===== config.mk =====
export PLATFORM = sky130hd
export DESIGN_NAME = sliding_window_sender_core
export DESIGN_NICKNAME = d
export VERILOG_FILES = /design/src/rtl/swsend_pkg.sv /design/src/rtl/swsend_ctrl.sv /design/src/rtl/swsend_dp.sv /design/src/rtl/sliding_window_sender_core.sv
export VERILOG_INCLUDE_DIRS = /design/src /design/src/rtl
export SDC_FILE = /design/constraint.sdc
export NUM_CORES = 1
export LEC_CHECK = 0
export ABC_AREA = 1
export ABC_CLOCK_PERIOD_IN_PS = 8710
export BUFFER_PORTS_ARGS = -buffer_cell sky130_fd_sc_hd__buf_2
export CORE_MARGIN = 3
export CORE_UTILIZATION = 50
export DETAILED_ROUTE_END_ITERATION = 12
export HOLD_SLACK_MARGIN = 0.03
export PLACE_DENSITY_LB_ADDON = 0.3
export SYNTH_ARGS = -nofsm -noshare
export SYNTH_HDL_FRONTEND = slang
export SYNTH_HIERARCHICAL = 1
export SYNTH_SLANG_ARGS = --single-unit

===== constraint.sdc =====
create_clock -name clk -period 8.71 [get_ports clk]
set_input_delay 0.4355 -clock clk [delete_from_list [all_inputs] [get_ports clk]]
set_output_delay 0.4355 -clock clk [all_outputs]
set_load 0.01 [all_outputs]

===== src/rtl/assert_macros.svh =====
// Assertion macros shared by the sliding window sender RTL.
// Needs a clk and an active-low rst_n in the scope of use.
`ifndef ASSERT_MACROS_SVH
`define ASSERT_MACROS_SVH

// Same-cycle implication
`define SWS_ASSERT_IMP(lbl, ante, cons) \
    lbl: assert property (@(posedge clk) disable iff (!rst_n) (ante) |-> (cons)) \
        else $error("sliding window sender: implication check failed");

// Next-cycle implication
`define SWS_ASSERT_NXT(lbl, ante, cons) \
    lbl: assert property (@(posedge clk) disable iff (!rst_n) (ante) |=> (cons)) \
        else $error("sliding window sender: next-cycle check failed");

`endif


===== src/rtl/swsend_pkg.sv =====
// Package for the sliding window sender: codes, constants, FSM and link types.
// No dependencies.
`timescale 1ns / 1ps
package swsend_pkg;

    localparam int WINDOW_MAX_DEF = 16;

    localparam logic [8:0]  FULL_PAYLOAD  = 9'd500;
    localparam logic [4:0]  WINDOW_RESET  = 5'd1;
    localparam logic [15:0] TIMEOUT_RESET = 16'd1000;

    localparam logic [1:0] REG_WINDOW  = 2'd0;
    localparam logic [1:0] REG_TIMEOUT = 2'd1;

    typedef enum logic [1:0] {
        CMD_OFFER = 2'd0,
        CMD_ACK   = 2'd1,
        CMD_TICK  = 2'd2,
        CMD_RSVD  = 2'd3
    } cmd_t;

    typedef enum logic [1:0] {
        KIND_SEND = 2'd0,
        KIND_ACK  = 2'd1,
        KIND_RETX = 2'd2
    } kind_t;

    typedef enum logic [2:0] {
        ST_IDLE,
        ST_EXEC,
        ST_TICK,
        ST_SCAN,
        ST_EMIT
    } state_t;

    typedef struct packed {
        logic latch_in;
        logic exec_op;
        logic tick_start;
        logic scan_issue;
        logic emit_step;
    } ctrl_cmd_t;

    typedef struct packed {
        cmd_t op;
        logic out_free;
        logic tick_active;
        logic scan_done;
        logic emit_done;
    } dp_status_t;

endpackage


===== src/rtl/swsend_ctrl.sv =====
// Sequencer for the sliding window sender.
// Depends on swsend_pkg; drives swsend_dp through ctrl_cmd_t.
`timescale 1ns / 1ps
module swsend_ctrl
    import swsend_pkg::*;
(
    input  logic       clk,
    input  logic       rst_n,
    input  logic       s_tvalid,
    input  logic [1:0] s_tuser,
    output logic       s_tready,
    input  dp_status_t status,
    output ctrl_cmd_t  ctrl
);

    state_t state_reg;
    state_t state_next;

    always_ff @(posedge clk or negedge rst_n)
    begin
        if (!rst_n)
        begin
            state_reg <= ST_IDLE;
        end
        else
        begin
            state_reg <= state_next;
        end
    end

    always_comb
    begin
        state_next = state_reg;
        ctrl       = '0;
        s_tready   = 1'b0;
        unique case (state_reg)
            ST_IDLE:
            begin
                s_tready = 1'b1;
                if (s_tvalid)
                begin
                    ctrl.latch_in = 1'b1;
                    unique case (cmd_t'(s_tuser))
                        CMD_OFFER, CMD_ACK: state_next = ST_EXEC;
                        CMD_TICK:           state_next = ST_TICK;
                        default:            state_next = ST_IDLE;
                    endcase
                end
            end
            ST_EXEC:
            begin
                if (status.out_free)
                begin
                    ctrl.exec_op = 1'b1;
                    state_next   = ST_IDLE;
                end
            end
            ST_TICK:
            begin
                ctrl.tick_start = 1'b1;
                state_next      = status.tick_active ? ST_SCAN : ST_IDLE;
            end
            ST_SCAN:
            begin
                ctrl.scan_issue = 1'b1;
                if (status.scan_done)
                begin
                    state_next = ST_EMIT;
                end
            end
            ST_EMIT:
            begin
                ctrl.emit_step = 1'b1;
                if (status.emit_done)
                begin
                    state_next = ST_IDLE;
                end
            end
            default: state_next = ST_IDLE;
        endcase
    end

endmodule


===== src/rtl/swsend_dp.sv =====
// Datapath for the sliding window sender: window state, timer memory, output register.
// Depends on swsend_pkg; sequenced by swsend_ctrl.
`timescale 1ns / 1ps
module swsend_dp
    import swsend_pkg::*;
#(
    parameter int WINDOW_MAX = WINDOW_MAX_DEF
)
(
    input  logic        clk,
    input  logic        rst_n,
    input  logic        cfg_valid,
    input  logic [1:0]  cfg_index,
    input  logic [15:0] cfg_data,
    input  logic [47:0] s_tdata,
    input  logic [1:0]  s_tuser,
    input  ctrl_cmd_t   ctrl,
    output dp_status_t  status,
    output logic        m_tvalid,
    input  logic        m_tready,
    output logic [39:0] m_tdata,
    output logic [1:0]  m_tuser,
    output logic        m_tlast
);

    localparam int SW = (WINDOW_MAX > 1) ? $clog2(WINDOW_MAX) : 1;
    localparam int OW = $clog2(WINDOW_MAX + 1);
    localparam int AW = ((SW > OW) ? SW : OW) + 1;
    localparam int CW = (OW > 5) ? OW : 5;
    localparam int SLOT_INIT = 1 % WINDOW_MAX;

    // configuration
    logic [4:0]    window_reg;
    logic [15:0]   timeout_reg;

    // latched transaction
    cmd_t          op_reg;
    logic [8:0]    len_reg;
    logic [31:0]   ack_reg;

    // window state
    logic [31:0]   now_reg, now_next;
    logic [31:0]   acked_reg, acked_next;
    logic [31:0]   sent_reg, sent_next;
    logic [OW-1:0] outst_reg, outst_next;
    logic          eof_pend_reg, eof_pend_next;
    logic [31:0]   eof_seq_reg, eof_seq_next;
    logic          part_pend_reg, part_pend_next;
    logic [31:0]   part_seq_reg, part_seq_next;
    logic          done_reg, done_next;
    logic [SW-1:0] head_reg, head_next;
    logic [SW-1:0] tail_reg, tail_next;

    // tick scan and emit
    logic [OW-1:0]         scan_i_reg, scan_i_next;
    logic                  cmp_v_reg, cmp_v_next;
    logic [OW-1:0]         cmp_idx_reg, cmp_idx_next;
    logic [SW-1:0]         cmp_slot_reg, cmp_slot_next;
    logic [WINDOW_MAX-1:0] due_reg, due_next;
    logic [OW-1:0]         emit_j_reg, emit_j_next;

    // timer memory
    logic [31:0]   sent_time [WINDOW_MAX];
    logic [31:0]   rd_data_reg;
    logic [SW-1:0] rd_addr;
    logic          mem_we;
    logic [SW-1:0] mem_wa;

    // output register
    logic          m_tvalid_reg, m_tvalid_next;
    logic [39:0]   m_tdata_reg, m_tdata_next;
    logic [1:0]    m_tuser_reg, m_tuser_next;
    logic          m_tlast_reg, m_tlast_next;

    logic          out_free;
    logic          out_load;
    kind_t         out_kind;
    logic          out_acc;
    logic [31:0]   out_seq;
    logic          out_last;

    logic [CW-1:0] eff_win;
    logic          full_now;
    logic          len_full;
    logic          offer_ok;
    logic          ack_ok;
    logic [31:0]   latest;
    logic [31:0]   ack_count;
    logic [AW-1:0] head_sum;
    logic [AW-1:0] scan_sum;
    logic [31:0]   age;
    logic [WINDOW_MAX-1:0] due_rest;

    assign out_free = !m_tvalid_reg || m_tready;

    assign eff_win  = (CW'(window_reg) > CW'(WINDOW_MAX)) ? CW'(WINDOW_MAX) : CW'(window_reg);
    assign full_now = CW'(outst_reg) >= eff_win;
    assign len_full = len_reg >= FULL_PAYLOAD;

    assign offer_ok = !full_now && !done_reg && !eof_pend_reg
                      && !(part_pend_reg && !len_full) && (sent_reg != '1);

    assign ack_ok = (outst_reg != '0) && !done_reg
                    && ({1'b0, ack_reg} > ({1'b0, acked_reg} + 33'd1))
                    && ({1'b0, ack_reg} <= ({1'b0, sent_reg} + 33'd1));

    assign latest    = ack_reg - 32'd1;
    assign ack_count = latest - acked_reg;
    assign head_sum  = AW'(head_reg) + AW'(ack_count[OW-1:0]);
    assign scan_sum  = AW'(head_reg) + AW'(scan_i_reg);
    assign rd_addr   = (scan_sum >= AW'(WINDOW_MAX)) ? SW'(scan_sum - AW'(WINDOW_MAX))
                                                      : SW'(scan_sum);
    assign age       = now_reg - rd_data_reg;

    always_comb
    begin
        due_rest = due_reg;
        due_rest[emit_j_reg[SW-1:0]] = 1'b0;
    end

    always_comb
    begin
        now_next       = now_reg;
        acked_next     = acked_reg;
        sent_next      = sent_reg;
        outst_next     = outst_reg;
        eof_pend_next  = eof_pend_reg;
        eof_seq_next   = eof_seq_reg;
        part_pend_next = part_pend_reg;
        part_seq_next  = part_seq_reg;
        done_next      = done_reg;
        head_next      = head_reg;
        tail_next      = tail_reg;
        scan_i_next    = scan_i_reg;
        cmp_v_next     = 1'b0;
        cmp_idx_next   = scan_i_reg;
        cmp_slot_next  = rd_addr;
        due_next       = due_reg;
        emit_j_next    = emit_j_reg;
        mem_we         = 1'b0;
        mem_wa         = tail_reg;
        out_load       = 1'b0;
        out_kind       = KIND_SEND;
        out_acc        = 1'b0;
        out_seq        = '0;
        out_last       = 1'b1;

        if (ctrl.exec_op)
        begin
            out_load = 1'b1;
            if (op_reg == CMD_OFFER)
            begin
                out_kind = KIND_SEND;
                out_acc  = offer_ok;
                if (offer_ok)
                begin
                    out_seq    = sent_reg + 32'd1;
                    sent_next  = sent_reg + 32'd1;
                    outst_next = outst_reg + OW'(1);
                    mem_we     = 1'b1;
                    mem_wa     = tail_reg;
                    tail_next  = (tail_reg == SW'(WINDOW_MAX - 1)) ? '0 : tail_reg + SW'(1);
                    if (len_reg == '0)
                    begin
                        eof_pend_next = 1'b1;
                        eof_seq_next  = sent_reg + 32'd1;
                    end
                    else if (!len_full)
                    begin
                        part_pend_next = 1'b1;
                        part_seq_next  = sent_reg + 32'd1;
                    end
                end
            end
            else
            begin
                out_kind = KIND_ACK;
                out_acc  = ack_ok;
                out_seq  = acked_reg;
                if (ack_ok)
                begin
                    out_seq    = latest;
                    acked_next = latest;
                    outst_next = (ack_count >= 32'(outst_reg)) ? '0
                                                                : outst_reg - OW'(ack_count);
                    head_next  = (head_sum >= AW'(WINDOW_MAX))
                                 ? SW'(head_sum - AW'(WINDOW_MAX)) : SW'(head_sum);
                    if (part_pend_reg && (part_seq_reg <= latest))
                    begin
                        part_pend_next = 1'b0;
                    end
                    if (eof_pend_reg && (eof_seq_reg <= latest))
                    begin
                        eof_pend_next = 1'b0;
                        done_next     = 1'b1;
                    end
                end
            end
        end

        if (ctrl.tick_start)
        begin
            now_next    = now_reg + 32'd1;
            scan_i_next = '0;
            due_next    = '0;
            emit_j_next = '0;
        end

        if (ctrl.scan_issue && (scan_i_reg < outst_reg))
        begin
            cmp_v_next  = 1'b1;
            scan_i_next = scan_i_reg + OW'(1);
        end

        if (cmp_v_reg && (age > 32'(timeout_reg)))
        begin
            mem_we = 1'b1;
            mem_wa = cmp_slot_reg;
            due_next[cmp_idx_reg[SW-1:0]] = 1'b1;
        end

        if (ctrl.emit_step && (due_reg != '0))
        begin
            if (!due_reg[emit_j_reg[SW-1:0]])
            begin
                emit_j_next = emit_j_reg + OW'(1);
            end
            else if (out_free)
            begin
                out_load    = 1'b1;
                out_kind    = KIND_RETX;
                out_acc     = 1'b1;
                out_seq     = acked_reg + 32'(emit_j_reg) + 32'd1;
                out_last    = (due_rest == '0);
                due_next    = due_rest;
                emit_j_next = emit_j_reg + OW'(1);
            end
        end
    end

    always_comb
    begin
        m_tvalid_next = out_load ? 1'b1 : (m_tready ? 1'b0 : m_tvalid_reg);
        m_tdata_next  = m_tdata_reg;
        m_tuser_next  = m_tuser_reg;
        m_tlast_next  = m_tlast_reg;
        if (out_load)
        begin
            m_tdata_next = {done_next, (CW'(outst_next) >= eff_win), 5'(outst_next),
                            out_seq, out_acc};
            m_tuser_next = out_kind;
            m_tlast_next = out_last;
        end
    end

    always_ff @(posedge clk)
    begin
        if (mem_we)
        begin
            sent_time[mem_wa] <= now_reg;
        end
        rd_data_reg <= sent_time[rd_addr];
    end

    always_ff @(posedge clk)
    begin
        if (ctrl.latch_in)
        begin
            op_reg  <= cmd_t'(s_tuser);
            len_reg <= s_tdata[8:0];
            ack_reg <= s_tdata[40:9];
        end
        cmp_idx_reg  <= cmp_idx_next;
        cmp_slot_reg <= cmp_slot_next;
        m_tdata_reg  <= m_tdata_next;
        m_tuser_reg  <= m_tuser_next;
        m_tlast_reg  <= m_tlast_next;
    end

    always_ff @(posedge clk or negedge rst_n)
    begin
        if (!rst_n)
        begin
            window_reg    <= WINDOW_RESET;
            timeout_reg   <= TIMEOUT_RESET;
            now_reg       <= '0;
            acked_reg     <= '0;
            sent_reg      <= '0;
            outst_reg     <= '0;
            eof_pend_reg  <= 1'b0;
            eof_seq_reg   <= '0;
            part_pend_reg <= 1'b0;
            part_seq_reg  <= '0;
            done_reg      <= 1'b0;
            head_reg      <= SW'(SLOT_INIT);
            tail_reg      <= SW'(SLOT_INIT);
            scan_i_reg    <= '0;
            cmp_v_reg     <= 1'b0;
            due_reg       <= '0;
            emit_j_reg    <= '0;
            m_tvalid_reg  <= 1'b0;
        end
        else
        begin
            if (cfg_valid)
            begin
                priority if (cfg_index == REG_WINDOW)
                begin
                    window_reg <= cfg_data[4:0];
                end
                else if (cfg_index == REG_TIMEOUT)
                begin
                    timeout_reg <= cfg_data;
                end
            end
            now_reg       <= now_next;
            acked_reg     <= acked_next;
            sent_reg      <= sent_next;
            outst_reg     <= outst_next;
            eof_pend_reg  <= eof_pend_next;
            eof_seq_reg   <= eof_seq_next;
            part_pend_reg <= part_pend_next;
            part_seq_reg  <= part_seq_next;
            done_reg      <= done_next;
            head_reg      <= head_next;
            tail_reg      <= tail_next;
            scan_i_reg    <= scan_i_next;
            cmp_v_reg     <= cmp_v_next;
            due_reg       <= due_next;
            emit_j_reg    <= emit_j_next;
            m_tvalid_reg  <= m_tvalid_next;
        end
    end

    assign status.op          = op_reg;
    assign status.out_free    = out_free;
    assign status.tick_active = (outst_reg != '0) && !done_reg;
    assign status.scan_done   = (scan_i_reg == outst_reg) && !cmp_v_reg;
    assign status.emit_done   = (due_reg == '0);

    assign m_tvalid = m_tvalid_reg;
    assign m_tdata  = m_tdata_reg;
    assign m_tuser  = m_tuser_reg;
    assign m_tlast  = m_tlast_reg;

endmodule


===== src/rtl/sliding_window_sender_core.sv =====
// Offer and ack: accepted in ST_IDLE, result loaded in ST_EXEC once the output is free, then
// back to ST_IDLE for the next item. Tick: ST_TICK, then ST_SCAN reads the in-flight slots
// through the timer memory read port, then ST_EMIT steps the slots, one order per due slot; output stalls extend this.
// One item at a time; a held result does not block the next transaction's acceptance.
// rst_n asynchronous active low: window empty, window_size 1, timeout_ms 1000.
// Top level; depends on swsend_pkg, swsend_ctrl, swsend_dp and assert_macros.svh.
`timescale 1ns / 1ps
`include "assert_macros.svh"
module sliding_window_sender_core
    import swsend_pkg::*;
#(
    parameter int WINDOW_MAX = WINDOW_MAX_DEF
)
(
    input  logic        clk,
    input  logic        rst_n,
    input  logic        cfg_valid,
    output logic        cfg_ready,
    input  logic [1:0]  cfg_index,
    input  logic [15:0] cfg_data,
    input  logic        s_tvalid,
    output logic        s_tready,
    input  logic [47:0] s_tdata,   // payload_len[8:0], ack_number[40:9], zero fill
    input  logic [1:0]  s_tuser,   // cmd
    output logic        m_tvalid,
    input  logic        m_tready,
    output logic [39:0] m_tdata,   // accepted, seq_number, in_flight, window_full, finished
    output logic [1:0]  m_tuser,   // kind
    output logic        m_tlast
);

    ctrl_cmd_t  ctrl;
    dp_status_t status;

    assign cfg_ready = 1'b1;

    swsend_ctrl u_ctrl
    (
        .clk      (clk),
        .rst_n    (rst_n),
        .s_tvalid (s_tvalid),
        .s_tuser  (s_tuser),
        .s_tready (s_tready),
        .status   (status),
        .ctrl     (ctrl)
    );

    swsend_dp #(
        .WINDOW_MAX (WINDOW_MAX)
    ) u_dp
    (
        .clk       (clk),
        .rst_n     (rst_n),
        .cfg_valid (cfg_valid),
        .cfg_index (cfg_index),
        .cfg_data  (cfg_data),
        .s_tdata   (s_tdata),
        .s_tuser   (s_tuser),
        .ctrl      (ctrl),
        .status    (status),
        .m_tvalid  (m_tvalid),
        .m_tready  (m_tready),
        .m_tdata   (m_tdata),
        .m_tuser   (m_tuser),
        .m_tlast   (m_tlast)
    );

    `SWS_ASSERT_NXT(a_busy_after_accept, s_tvalid && s_tready && (s_tuser != CMD_RSVD), !s_tready)
    `SWS_ASSERT_IMP(a_exec_needs_slot, ctrl.exec_op, status.out_free)
    `SWS_ASSERT_IMP(a_one_phase, ctrl.scan_issue || ctrl.emit_step, !s_tready)

endmodule


==> reports/qor.yml <==
synthCells: 4875
cp-endpoint: "u_dp/sent_time[4][29]"
yosys.area_share.adder: 0.07089
clk_path_buf_depth: 3
cp-startpoint: "u_dp/now_reg[0]"
hold_slack_ns: 0.06109
synth_area_leaders: "edfxtp_1, dfrtp_1, nand2_1"
setup_violations: 0
synth_top_area_frac: 0.3875
synth-simple-area-share: 0.1553
final_max_slew_viol_count: 0
worstSetupStartpointType: "register"
cts-buffers-inserted: 92
top_layer_used: "met4"
slew_headroom: 0.1928
worstPathArrival_ns: 6.72
utilization: 0.5668
p_leak_nw: 21.80
synth_edf_count: 598
synth_top_family_by_area: "simple AND/OR/NAND/NOR gates"
synthXorXnorAreaFrac: 0.03137
cpMostUsedCell: "nand2_1"
wirelength_met1_mm: 54.09
largest_reg_flops: 512
layout-drive-gt1-share: 0.08913
initial_core_util: 0.5048
grt_pass1_wl_mm: 189.7
rows: 111
grt_overflow: 0
cts_tree: "yes"
synthArstFlopShare: 0.2633
dr.first_iter.drc_count: 3370
fin_nets: 5358
synth_most_common_cell: "nand2_1"
hold_viol: 0
rsz0062_at_grt: "false"
status: "complete, no violations"
dr_wl_met2_mm: 56.88
reg2reg_setup_slack_ns: 2.33
yosys_warnings: 6
grt_util_all_layers: 0.2554
grt_pass1_vias: 33400
gp_congestion: 0.9780
fill_cells: 7880
dr_total_vias: 35430
slowest_delay_ns: 0.84
multiInputGateArea_sq_um: 19120
antennaDiodeCount: 0
vias_per_cell: 5.581
area_growth_syn_to_layout_pct: 12.27
synth_ff_type: "edfxtp_1"
dieArea_sq_um: 96380
antenna_found_initial: 1
timing.fmax_ghz: 0.1568
max_cap_violations: 0
synth_compound_area_frac: 0.1226
htreeDepth: 3
finClkSkew_ns: 0.05430
worst-path-stages: 29
crit_path_end_kind: "register"
path_max_fanout: 19
path_clk_slew_ns: 0.06
seq_area_sq_um: 24470
portBuffers: 110
dp_hpwl_mm: 83.91
post-route-drc-count: 0
worstPathRequired_ns: 9.05
synth_cell_types: 68
synth_nets: 5207
io_pins: 119
power_density_nw_per_um2: 270.8
cpMaxStageDelayCell: "nor2_4"
hp-class: "input pin to register"
routedWlPerCell_um: 19.65
worstRegToRegCells: 29
dieHeight_um: 310.5
clock_latency_ns: 0.68
core_region_area_sq_um: 91800
crit_type: "register to register"
ys_ff_latch: 866
reg2reg_to: "u_dp/sent_time[4][29]"
synth-seq-area-share: 0.5281
reg2reg_from: "u_dp/now_reg[0]"
clock-root-buffer: "clkbuf_16"
fin_setup_tns_ns: 0
ir_worst_vdd_mv: 0.1873
synth_area_per_cell_sq_um: 9.507
ant_nets: 0
grt_max_degree: 205
critPathTopFamily: "simple AND/OR/NAND/NOR gates"
final.min_clock_period_ns: 6.376
synth.area.mux_share: 0.02859
synth_area_sq_um: 46350
synth_top_cell_by_area: "edfxtp_1"
fin_crit_sh: 0.7320
cts.sinks: 866
drt-total-wl_mm: 124.7
critPathBufInv: 3
met3_length_mm: 9.851
worst_pin_slew_ns: 1.211
die_w_um: 310.5
synth_common_cells: "nand2_1, edfxtp_1, inv_1, o21ai_0, a21oi_1"
dr.pass1.iters: 6
## cells by family (layout without fill, tap and decap cells)
family | Yosys count | in the layout
other | 1 | 1
AND/OR/NAND/NOR | 1677 | 1677
adder cells (fa/ha/maj) | 259 | 259
XOR/XNOR | 166 | 166
flip-flops | 866 | 866
multiplexers | 132 | 132
AO/OA/AOI/OAI | 1019 | 1019
buffers and inverters | 755 | 985
## layout by cell type (no fill, tap or decap), drive strengths merged, types with 127 or more instances in the layout
master  Yosys  routed
a21oi     390     390
buf        49     149
clkbuf     99     127
dfrtp     219     219
edfxtp    598     598
ha        253     253
inv       601     605
mux2i     129     129
nand2     943     943
nand3     165     165
nor2      373     373
o21ai     438     438
xor2      139     139
## final cells by class
class,count,share of cell area
sequential,866,0.4704
multi-input combinational,3254,0.3676
clock buffer,127,0.04990
inverter,607,0.04384
tap,1243,0.02989
timing repair buffer,205,0.02741
clock inverter,46,0.01104
## tightest hold or removal path, cell delays in order
cell and delay [ns]:
buf_2 0.10, nor2_1 0.05, a21oi_1 0.12
## per-layer routing
layer / global-route usage / vias up
met5: 0 / -
met4: 0.08844 / 0
met3: 0.04097 / 220
met2: 0.4058 / 1378
met1: 0.3577 / 16840
li1: - / 16990
## timing repair
item                       in CTS  in global routing
setup endpoints to repair       0                  0
hold endpoints to repair      148                  0
buffers inserted                0                  0
hold buffers                   56                  0
resized for setup               0                  0
## worst min-delay path by stage
stage,cells past startpoint,from,slack [ns],to
finish,3,cfg_data[13],0.06,u_dp/timeout_reg[13]
detailed placement,2,u_dp/eof_seq_reg[0],0.47,u_dp/eof_seq_reg[0]
CTS,3,cfg_data[13],0.03,u_dp/timeout_reg[13]
global placement,2,u_dp/eof_seq_reg[0],0.47,u_dp/eof_seq_reg[0]
floorplan,0,rst_n,0.14,u_ctrl/state_reg[0]
global route,3,cfg_data[13],0.05,u_dp/timeout_reg[13]
## per-stage QoR
| stage | cells | setup WS, ns | power (W) | instance area (sq um) |
|---|---|---|---|---|
| 2_1_floorplan | 4875 | 3.463 | 0.008644 | 46350 |
| 3_3_place_gp | 6119 | 2.591 | 0.009953 | 48300 |
| 3_5_place_dp | 6119 | 2.491 | 0.01003 | 48300 |
| 4_1_cts | 6348 | 2.438 | 0.01409 | 52030 |
| 5_1_grt | 6348 | 1.795 | 0.01497 | 52030 |
| 6_report | 6348 | 2.334 | 0.01409 | 52030 |
## report_power, final
group	switching [W]	internal, W	total [W]	leakage, nW
Sequential	0.000351	0.00480	0.00515	9.03
Clock	0.00166	0.00235	0.00401	1.52
Combinational	0.00321	0.00171	0.00492	11.2
Power figures use the tool's default switching activity.
